===== src/rtl/u8cpi_pkg.sv =====
// Shared types and constants for the UTF-8 codepoint-at-index block.
package u8cpi_pkg;

  localparam int TARGET_W = 20;
  localparam int CP_W     = 21;
  localparam int OFF_W    = 20;

  localparam logic [CP_W-1:0] CP_MAX  = 21'h10FFFF;
  localparam logic [CP_W-1:0] SURR_LO = 21'h00D800;
  localparam logic [CP_W-1:0] SURR_HI = 21'h00DFFF;

  typedef enum logic [1:0] {
    ST_FOUND     = 2'd0,
    ST_NOT_FOUND = 2'd1,
    ST_INVALID   = 2'd2
  } status_t;

  typedef enum logic [2:0] {
    CLS_NUL   = 3'd0,
    CLS_ASCII = 3'd1,
    CLS_LEAD2 = 3'd2,
    CLS_LEAD3 = 3'd3,
    CLS_LEAD4 = 3'd4,
    CLS_CONT  = 3'd5,
    CLS_BAD   = 3'd6
  } cls_t;

  typedef enum logic {
    PH_SCAN = 1'b0,
    PH_DONE = 1'b1
  } phase_t;

  typedef struct packed {
    logic [7:0] data_byte;
    logic       last_byte;
  } in_t;

  typedef struct packed {
    status_t             status;
    logic [CP_W-1:0]     codepoint;
    logic [OFF_W-1:0]    char_offset;
  } out_t;

  typedef struct packed {
    cls_t       cls;
    logic [6:0] value;
    logic       last;
  } token_t;

endpackage


===== src/rtl/u8cpi_fifo.sv =====
// Small register-based FIFO used between the front, back and result port.
module u8cpi_fifo import u8cpi_pkg::*; #(
  parameter int WIDTH = 8,
  parameter int DEPTH = 4
) (
  input  logic             clk,
  input  logic             rst,
  input  logic             push,
  input  logic [WIDTH-1:0] wdata,
  output logic             full,
  input  logic             pop,
  output logic [WIDTH-1:0] rdata,
  output logic             empty
);

  localparam int PTR_W = (DEPTH > 1) ? $clog2(DEPTH) : 1;
  localparam int CNT_W = $clog2(DEPTH + 1);

  logic [WIDTH-1:0] mem [DEPTH];
  logic [PTR_W-1:0] wr_ptr;
  logic [PTR_W-1:0] rd_ptr;
  logic [CNT_W-1:0] count;
  logic             do_push;
  logic             do_pop;

  assign full    = (count == CNT_W'(DEPTH));
  assign empty   = (count == '0);
  assign do_push = push && !full;
  assign do_pop  = pop && !empty;
  assign rdata   = mem[rd_ptr];

  always_ff @(posedge clk) begin
    if (rst) begin
      wr_ptr <= '0;
      rd_ptr <= '0;
      count  <= '0;
    end else begin
      if (do_push) begin
        wr_ptr <= (wr_ptr == PTR_W'(DEPTH - 1)) ? '0 : wr_ptr + 1'b1;
      end
      if (do_pop) begin
        rd_ptr <= (rd_ptr == PTR_W'(DEPTH - 1)) ? '0 : rd_ptr + 1'b1;
      end
      if (do_push && !do_pop) begin
        count <= count + 1'b1;
      end else if (do_pop && !do_push) begin
        count <= count - 1'b1;
      end
    end
  end

  always_ff @(posedge clk) begin
    if (do_push) begin
      mem[wr_ptr] <= wdata;
    end
  end

endmodule


===== src/rtl/u8cpi_front.sv =====
// Front end: accepts raw bytes and classifies them into decode tokens.
module u8cpi_front import u8cpi_pkg::*; (
  input  logic   push,
  input  in_t    in_item,
  output logic   tok_push,
  output token_t tok
);

  always_comb begin
    tok.last  = in_item.last_byte;
    tok.value = '0;
    if (in_item.data_byte == 8'h00) begin
      tok.cls = CLS_NUL;
    end else if (in_item.data_byte[7] == 1'b0) begin
      tok.cls   = CLS_ASCII;
      tok.value = in_item.data_byte[6:0];
    end else if (in_item.data_byte[7:6] == 2'b10) begin
      tok.cls   = CLS_CONT;
      tok.value = {1'b0, in_item.data_byte[5:0]};
    end else if (in_item.data_byte[7:5] == 3'b110) begin
      tok.cls   = CLS_LEAD2;
      tok.value = {2'b00, in_item.data_byte[4:0]};
    end else if (in_item.data_byte[7:4] == 4'b1110) begin
      tok.cls   = CLS_LEAD3;
      tok.value = {3'b000, in_item.data_byte[3:0]};
    end else if (in_item.data_byte[7:3] == 5'b11110) begin
      tok.cls   = CLS_LEAD4;
      tok.value = {4'b0000, in_item.data_byte[2:0]};
    end else begin
      tok.cls = CLS_BAD;
    end
  end

  assign tok_push = push;

endmodule


===== src/rtl/u8cpi_back.sv =====
// Back end: runs the decode state, counts characters and bytes, emits results.
module u8cpi_back import u8cpi_pkg::*; #(
  parameter int INDEX_BITS = 20
) (
  input  logic                clk,
  input  logic                rst,
  input  logic                tok_empty,
  input  token_t              tok,
  output logic                tok_pop,
  input  logic                res_full,
  output logic                res_push,
  output out_t                res,
  input  logic [TARGET_W-1:0] target
);

  localparam int CMP_W = (INDEX_BITS > TARGET_W) ? INDEX_BITS : TARGET_W;

  phase_t                phase;
  phase_t                phase_next;
  logic [1:0]            cont_left;
  logic [1:0]            cont_left_next;
  logic [CP_W-1:0]       accumulator;
  logic [CP_W-1:0]       accumulator_next;
  logic [INDEX_BITS-1:0] char_count;
  logic [INDEX_BITS-1:0] char_count_next;
  logic [INDEX_BITS-1:0] byte_count;
  logic [INDEX_BITS-1:0] byte_count_next;
  logic [INDEX_BITS-1:0] lead_offset;
  logic [INDEX_BITS-1:0] lead_offset_next;

  logic            emit;
  logic            clear;
  logic            complete;
  logic [CP_W-1:0] acc_c;
  logic [CMP_W-1:0] lead_ext;

  assign tok_pop = !tok_empty && !res_full;

  always_comb begin
    phase_next       = phase;
    cont_left_next   = cont_left;
    accumulator_next = accumulator;
    char_count_next  = char_count;
    byte_count_next  = byte_count;
    lead_offset_next = lead_offset;
    emit             = 1'b0;
    clear            = 1'b0;
    complete         = 1'b0;
    acc_c            = accumulator;
    lead_ext         = '0;
    res.status       = ST_NOT_FOUND;
    res.codepoint    = '0;
    res.char_offset  = '0;

    if (tok_pop) begin
      if (phase == PH_DONE) begin
        clear = tok.last;
      end else begin
        byte_count_next = byte_count + 1'b1;
        if (cont_left == 2'd0) begin
          unique case (tok.cls)
            CLS_NUL: begin
              emit       = 1'b1;
              res.status = ST_NOT_FOUND;
            end
            CLS_ASCII: begin
              lead_offset_next = byte_count;
              acc_c            = CP_W'(tok.value);
              complete         = 1'b1;
            end
            CLS_LEAD2, CLS_LEAD3, CLS_LEAD4: begin
              lead_offset_next = byte_count;
              accumulator_next = CP_W'(tok.value);
              unique case (tok.cls)
                CLS_LEAD2: cont_left_next = 2'd1;
                CLS_LEAD3: cont_left_next = 2'd2;
                default:   cont_left_next = 2'd3;
              endcase
              if (tok.last) begin
                emit       = 1'b1;
                res.status = ST_INVALID;
              end
            end
            default: begin
              emit       = 1'b1;
              res.status = ST_INVALID;
            end
          endcase
        end else if (tok.cls != CLS_CONT) begin
          emit       = 1'b1;
          res.status = ST_INVALID;
        end else begin
          acc_c          = {accumulator[CP_W-7:0], tok.value[5:0]};
          cont_left_next = cont_left - 1'b1;
          if (cont_left == 2'd1) begin
            complete = 1'b1;
          end else begin
            accumulator_next = acc_c;
            if (tok.last) begin
              emit       = 1'b1;
              res.status = ST_INVALID;
            end
          end
        end

        if (complete) begin
          accumulator_next = acc_c;
          lead_ext         = CMP_W'(lead_offset_next);
          if (CMP_W'(char_count) == CMP_W'(target)) begin
            emit = 1'b1;
            if (acc_c > CP_MAX || (acc_c >= SURR_LO && acc_c <= SURR_HI)) begin
              res.status = ST_INVALID;
            end else begin
              res.status      = ST_FOUND;
              res.codepoint   = acc_c;
              res.char_offset = lead_ext[OFF_W-1:0];
            end
          end else begin
            char_count_next  = char_count + 1'b1;
            accumulator_next = '0;
            if (tok.last) begin
              emit       = 1'b1;
              res.status = ST_NOT_FOUND;
            end
          end
        end
      end

      if (emit && !tok.last) begin
        phase_next = PH_DONE;
      end
      if (clear || (emit && tok.last)) begin
        phase_next       = PH_SCAN;
        cont_left_next   = '0;
        accumulator_next = '0;
        char_count_next  = '0;
        byte_count_next  = '0;
        lead_offset_next = '0;
      end
    end
  end

  assign res_push = emit;

  always_ff @(posedge clk) begin
    if (rst) begin
      phase       <= PH_SCAN;
      cont_left   <= '0;
      accumulator <= '0;
      char_count  <= '0;
      byte_count  <= '0;
      lead_offset <= '0;
    end else begin
      phase       <= phase_next;
      cont_left   <= cont_left_next;
      accumulator <= accumulator_next;
      char_count  <= char_count_next;
      byte_count  <= byte_count_next;
      lead_offset <= lead_offset_next;
    end
  end

endmodule


===== src/rtl/utf8_codepoint_at_index.sv =====
// Top level of the UTF-8 codepoint-at-index finder.
//
// Input channel: push a byte with its last_byte flag while full is low; one
// byte per cycle is taken. Bytes are classified at the front and queued to
// the back end, which decodes one token per cycle while the result queue is
// not full and updates the counters. Result channel: while empty is low,
// result holds the oldest result; pop takes it. Each string gives one result
// (found, not found or invalid); bytes after a result are dropped until the
// final byte of the buffer. The byte that ends a string is first registered
// in the token queue; the back end then decodes it and writes the result
// queue, which registers the result onto the result ports, from where it can
// be popped. Throughput is one byte per cycle while the result queue has room.
// When the receiver stalls, the result queue fills, the back end holds, and
// the token queue fills until full rises; no byte or result is lost.
// cfg_we writes target_index from cfg_data; write only while the block is
// idle. Reset clears both queues, the decode state, the counters and the
// target index.
module utf8_codepoint_at_index import u8cpi_pkg::*; #(
  parameter int INDEX_BITS  = 20,
  parameter int QUEUE_DEPTH = 4
) (
  input  logic                clk,
  input  logic                rst,
  input  logic                push,
  output logic                full,
  input  in_t                 in_item,
  output logic                empty,
  input  logic                pop,
  output out_t                result,
  input  logic                cfg_we,
  input  logic [TARGET_W-1:0] cfg_data
);

  localparam int RES_DEPTH = 2;

  logic [TARGET_W-1:0] target_index;
  logic                tok_push;
  token_t              tok_in;
  logic                tok_empty;
  logic                tok_pop;
  logic [$bits(token_t)-1:0] tok_raw;
  logic                res_full;
  logic                res_push;
  out_t                res;
  logic [$bits(out_t)-1:0] res_raw;

  always_ff @(posedge clk) begin
    if (rst) begin
      target_index <= '0;
    end else if (cfg_we) begin
      target_index <= cfg_data;
    end
  end

  u8cpi_front u_front (
    .push     (push),
    .in_item  (in_item),
    .tok_push (tok_push),
    .tok      (tok_in)
  );

  u8cpi_fifo #(
    .WIDTH ($bits(token_t)),
    .DEPTH (QUEUE_DEPTH)
  ) u_tok_q (
    .clk   (clk),
    .rst   (rst),
    .push  (tok_push),
    .wdata (tok_in),
    .full  (full),
    .pop   (tok_pop),
    .rdata (tok_raw),
    .empty (tok_empty)
  );

  u8cpi_back #(
    .INDEX_BITS (INDEX_BITS)
  ) u_back (
    .clk       (clk),
    .rst       (rst),
    .tok_empty (tok_empty),
    .tok       (token_t'(tok_raw)),
    .tok_pop   (tok_pop),
    .res_full  (res_full),
    .res_push  (res_push),
    .res       (res),
    .target    (target_index)
  );

  u8cpi_fifo #(
    .WIDTH ($bits(out_t)),
    .DEPTH (RES_DEPTH)
  ) u_res_q (
    .clk   (clk),
    .rst   (rst),
    .push  (res_push),
    .wdata (res),
    .full  (res_full),
    .pop   (pop),
    .rdata (res_raw),
    .empty (empty)
  );

  assign result = out_t'(res_raw);

endmodule


===== config.mk =====
export PLATFORM = sky130hd
export DESIGN_NAME = utf8_codepoint_at_index
export DESIGN_NICKNAME = d
export VERILOG_FILES = /design/src/rtl/u8cpi_pkg.sv /design/src/rtl/u8cpi_fifo.sv /design/src/rtl/u8cpi_front.sv /design/src/rtl/u8cpi_back.sv /design/src/rtl/utf8_codepoint_at_index.sv
export SDC_FILE = /design/constraint.sdc
export NUM_CORES = 1
export LEC_CHECK = 0
export BUFFER_PORTS_ARGS = -buffer_cell sky130_fd_sc_hd__clkbuf_2
export CAP_MARGIN = 20
export CORE_UTILIZATION = 54
export CTS_CLUSTER_DIAMETER = 80
export DETAILED_ROUTE_END_ITERATION = 8
export PLACE_DENSITY = 0.75
export SYNTH_ARGS = -nofsm -noshare
export SYNTH_HDL_FRONTEND = slang
export SYNTH_HIERARCHICAL = 1
export SYNTH_SLANG_ARGS = --single-unit

===== constraint.sdc =====
create_clock -name clk -period 4.2 [get_ports clk]
set_input_delay 0.21 -clock clk [delete_from_list [all_inputs] [get_ports clk]]
set_output_delay 0.21 -clock clk [all_outputs]
set_load 0.02 [all_outputs]

==> metrics.md <==
| Metric | Value |
|---|---|
| Outcome | complete, no violations |
| Post-synthesis register bit count | about 250 |
| Worst rel slew slack | 0.2899 |
| Ys flop type | edfxtp_1 |
| Wirelength, routed | roughly 23000 µm |
| Netlist cell types | 73 |
| Die footprint | about 0.021 mm² |
| Placer Congestion | between 0.8 and 0.9 |
| Max Cap Viol | 0 |
| I/O Buffers | just under 80 |
| CTS max path bufs | 3 |
| CTS tree | yes |
| FFs w/ async S/R, synth | 0 |
| Required time worst endpoint | 4.56 ns |
| Slowest cell on crit path | mux4_2 |
| Core ar. | just over 0.02 mm² |
| GRT overflow | 0 |
| Pin count of the biggest net entering global routing | 44 |
| Min-Delay Path Class | in2reg |
| Via density per instance | 5.646 |
| Top area cells in the synthesized netlist | edfxtp_1 35%, dfxtp_1 21%, mux2_2 4.3%, mux2i_1 3.8%, nand2_1 3.0% |
| Critical Path Max Stage Delay | 0.70 ns |
| Diodes inserted | 0 |
| Final Cycle Share | 0.8327 |
| Post-synth top area cell | edfxtp_1 |
| Peak supply drop | 0.3857 mV |
| Cell family with most CP delay | compound AO/OA/AOI/OAI gates |
| Layout Nets | approximately 1100 |
| Reg clk slew, reported paths | roughly 0.06 ns |
| Crit path cell chain | mux4_2 -> or3_1 -> a21o_1 -> a21oi_1 -> nor3_1 -> a2111o_2 -> buf_12 -> nor2_1 |
| Cell area after synthesis | 0.01114 mm² |
| Post-route design area | approximately 0.013 mm² |
| Inst Count DP | between 1000 and 1500 |
| Post-DP HPWL | about 15000 µm |
| Area after DPL | roughly 0.012 mm² |
| First-pass GRT wire length | approximately 38000 µm |
| Mapped Cells | between 900 and 1000 |
| Pwr/cell area | slightly below 700 mW/mm² |
| Initial Util | 0.5507 |
| GR Util All Layers | 0.2188 |
| Worst Hold Launch | push |
| Synth warn | 6 |
| Post-synthesis net count | about 1000 |
| Leak | between 4 and 5 nW |
| Worst setup SP type | flip-flop |
| Final Hold Vio Count | 0 |
| Worst Setup Path Type | reg2reg |
| CTS root buffer | clkbuf_16 |
| WL per Instance | approximately 17 µm |
| WP buf/inv | 1 |
| Via count | approximately 7600 |
| # H-tree levels | 1 |
| Initial antenna violation count | 0 |
| Fmax | approximately 290 MHz |
| Setup Skew | between 0.009 and 0.01 ns |
| Data arrival time of the critical path | just under 4 ns |
| Die height | 145.7 µm |
| Worst skew pair latency | approximately 0.52 ns |
| Setup_tns | 0 ns |
| RSZ-0062 raised after global routing | no |
| Top Ports | 79 |
| DRC | 0 |
| First-pass detailed-route iteration total | 5 |
| Fin. max-slew vios | 0 |
| Crit path time final | ~3.5 ns |
| Synth top area share | 0.3503 |
| Core Rows | 52 |
| Number of global-route vias before repair | 7374 |
| Synth-to-Final Area Change | 15.32% |
| Worst Path Max Fanout | 41 |
| Ratio of cells with drive above 1 in the final layout | 0.2279 |
| Post-CTS resize count | 0 |
| Syn Area/Cell | roughly 11 µm² |
| Post-route ant nets | 0 |
| CP endpoint kind | flip-flop |
| Least-Margin Pin Slew | approximately 1.1 ns |
| Sequential share of the synthesized area | 0.5623 |
| Initial DRC Count | 562 |
| Clock sinks | roughly 250 |
| CTS buffer count | 26 |
| Final non-filler cell total | 1354 |
| Die W | 145.7 µm |
| Final-report setup violation count | 0 |
| EDFF count, synth | 130 |
kinds of logic after synthesis:
kind of cell / count (synthesis) / share of synthesized area
and+or+nand+nor: 330 / 0.1495
DFF: 248 / 0.5623
AOI/OAI and AO/OA: 174 / 0.1020
muxes: 96 / 0.1034
buffers and inverters: 73 / 0.03402
xor gates and xnor gates: 47 / 0.03694
adders and majority gates: 10 / 0.01190
registers in the layout (all words and copies together) (netlist names), 2 cells and up, named ones only:
signal              count
target_index           20
u_back/accumulator     21
u_back/byte_count      20
u_back/char_count      20
u_back/cont_left        2
u_back/lead_offset     20
u_res_q/count           2
u_res_q/mem            86
u_tok_q/count           3
u_tok_q/mem            44
u_tok_q/rd_ptr          2
u_tok_q/wr_ptr          2
Yosys cell counts (5+ instances only):
master,number
and2_1,17
o21ai_0,32
xnor2_1,12
buf_2,11
edfxtp_1,130
or4_1,11
nand2_1,90
ha_1,9
a22oi_1,19
a22o_1,6
dfxtp_1,118
or3_1,16
a211oi_1,5
nand4_1,8
inv_1,17
xor2_1,35
nor3_1,10
nor2_1,83
buf_4,5
mux4_2,11
nand3_1,20
a21oi_2,7
nor2_2,24
mux2i_1,42
a21oi_1,60
nor4_1,13
o31ai_1,11
o211a_1,5
clkbuf_1,28
buf_6,9
mux2_2,43
nor2b_1,5
layout by cell type, fill, tap and decap left out, types with 17 or more instances in the layout:
master,Yosys,layout
edfxtp_1,130,130
dfxtp_1,118,117
nand2_1,90,90
nor2_1,83,82
clkbuf_2,0,78
a21oi_1,60,60
mux2_2,43,43
mux2i_1,42,42
xor2_1,35,35
clkbuf_16,0,31
o21ai_0,32,31
nor2_2,24,25
dlygate4sd3_1,0,21
nand3_1,20,20
a22oi_1,19,19
inv_1,17,17
final cells by class:
type,count,area [µm²]
fill,1569,7385
sequential,248,6267
multi-input combinational,657,4512
clock buffer,35,810.8
timing repair buffer,113,718.2
tap,270,337.8
clock inverter,13,131.4
inverter,18,72.57
worst paths after layout:
kind	depth (start not counted)	end	slack, ns
setup / recovery	8	u_res_q/mem[1][39]$_DFFE_PP_	0.70
hold reg to reg	2	u_back/lead_offset[12]$_SDFFE_PP0P_	0.45
hold / removal	3	u_tok_q/wr_ptr[1]$_SDFFE_PP0P_	0.02
setup reg to reg	8	u_res_q/mem[1][39]$_DFFE_PP_	0.70
routing by layer:
metal	part of all wire	track usage	vias to the layer above
met5	0	0	-
met4	0.023	0.06632	0
met3	0.050	0.02853	41
met2	0.45	0.3502	206
met1	0.47	0.3116	3649
li1	-	-	3749
metrics by stage:
| stage | worst slack, ns | hold slack, ns | util | power [mW] |
|---|---|---|---|---|
| finish | 0.7028 | 0.02010 | 0.6350 | 8.664 |
| global route | 0.3631 | 0.03380 | 0.6350 | 9.131 |
| CTS | 0.6587 | 0.01193 | 0.6347 | 8.716 |
| detailed placement | 0.6955 | 0.4404 | 0.5777 | 6.276 |
| global placement | 0.7766 | 0.4408 | 0.5777 | 6.235 |
| floorplan | 0.3298 | 0.2791 | - | 5.474 |
where the power goes:
part	internal, mW	total, mW	switching [mW]
sequential	3.05	3.29	0.234
clock	1.48	2.41	0.929
combinational	1.06	2.97	1.91
what timing repair did:
action	in CTS	in global routing
buffers inserted	0	0
hold buffers	21	0
endpoints found under the hold margin	24	0
worst reg2reg max path, cell delays in order (launching register included):
cell and delay (ns):
dfxtp_1 0.43, mux4_2 0.70, or3_1 0.50, a21o_1 0.44, a21oi_1 0.27, nor3_1 0.09, a2111o_2 0.52, buf_12 0.21
nor2_1 0.19
Note: power is estimated with default switching activity, not from simulation.
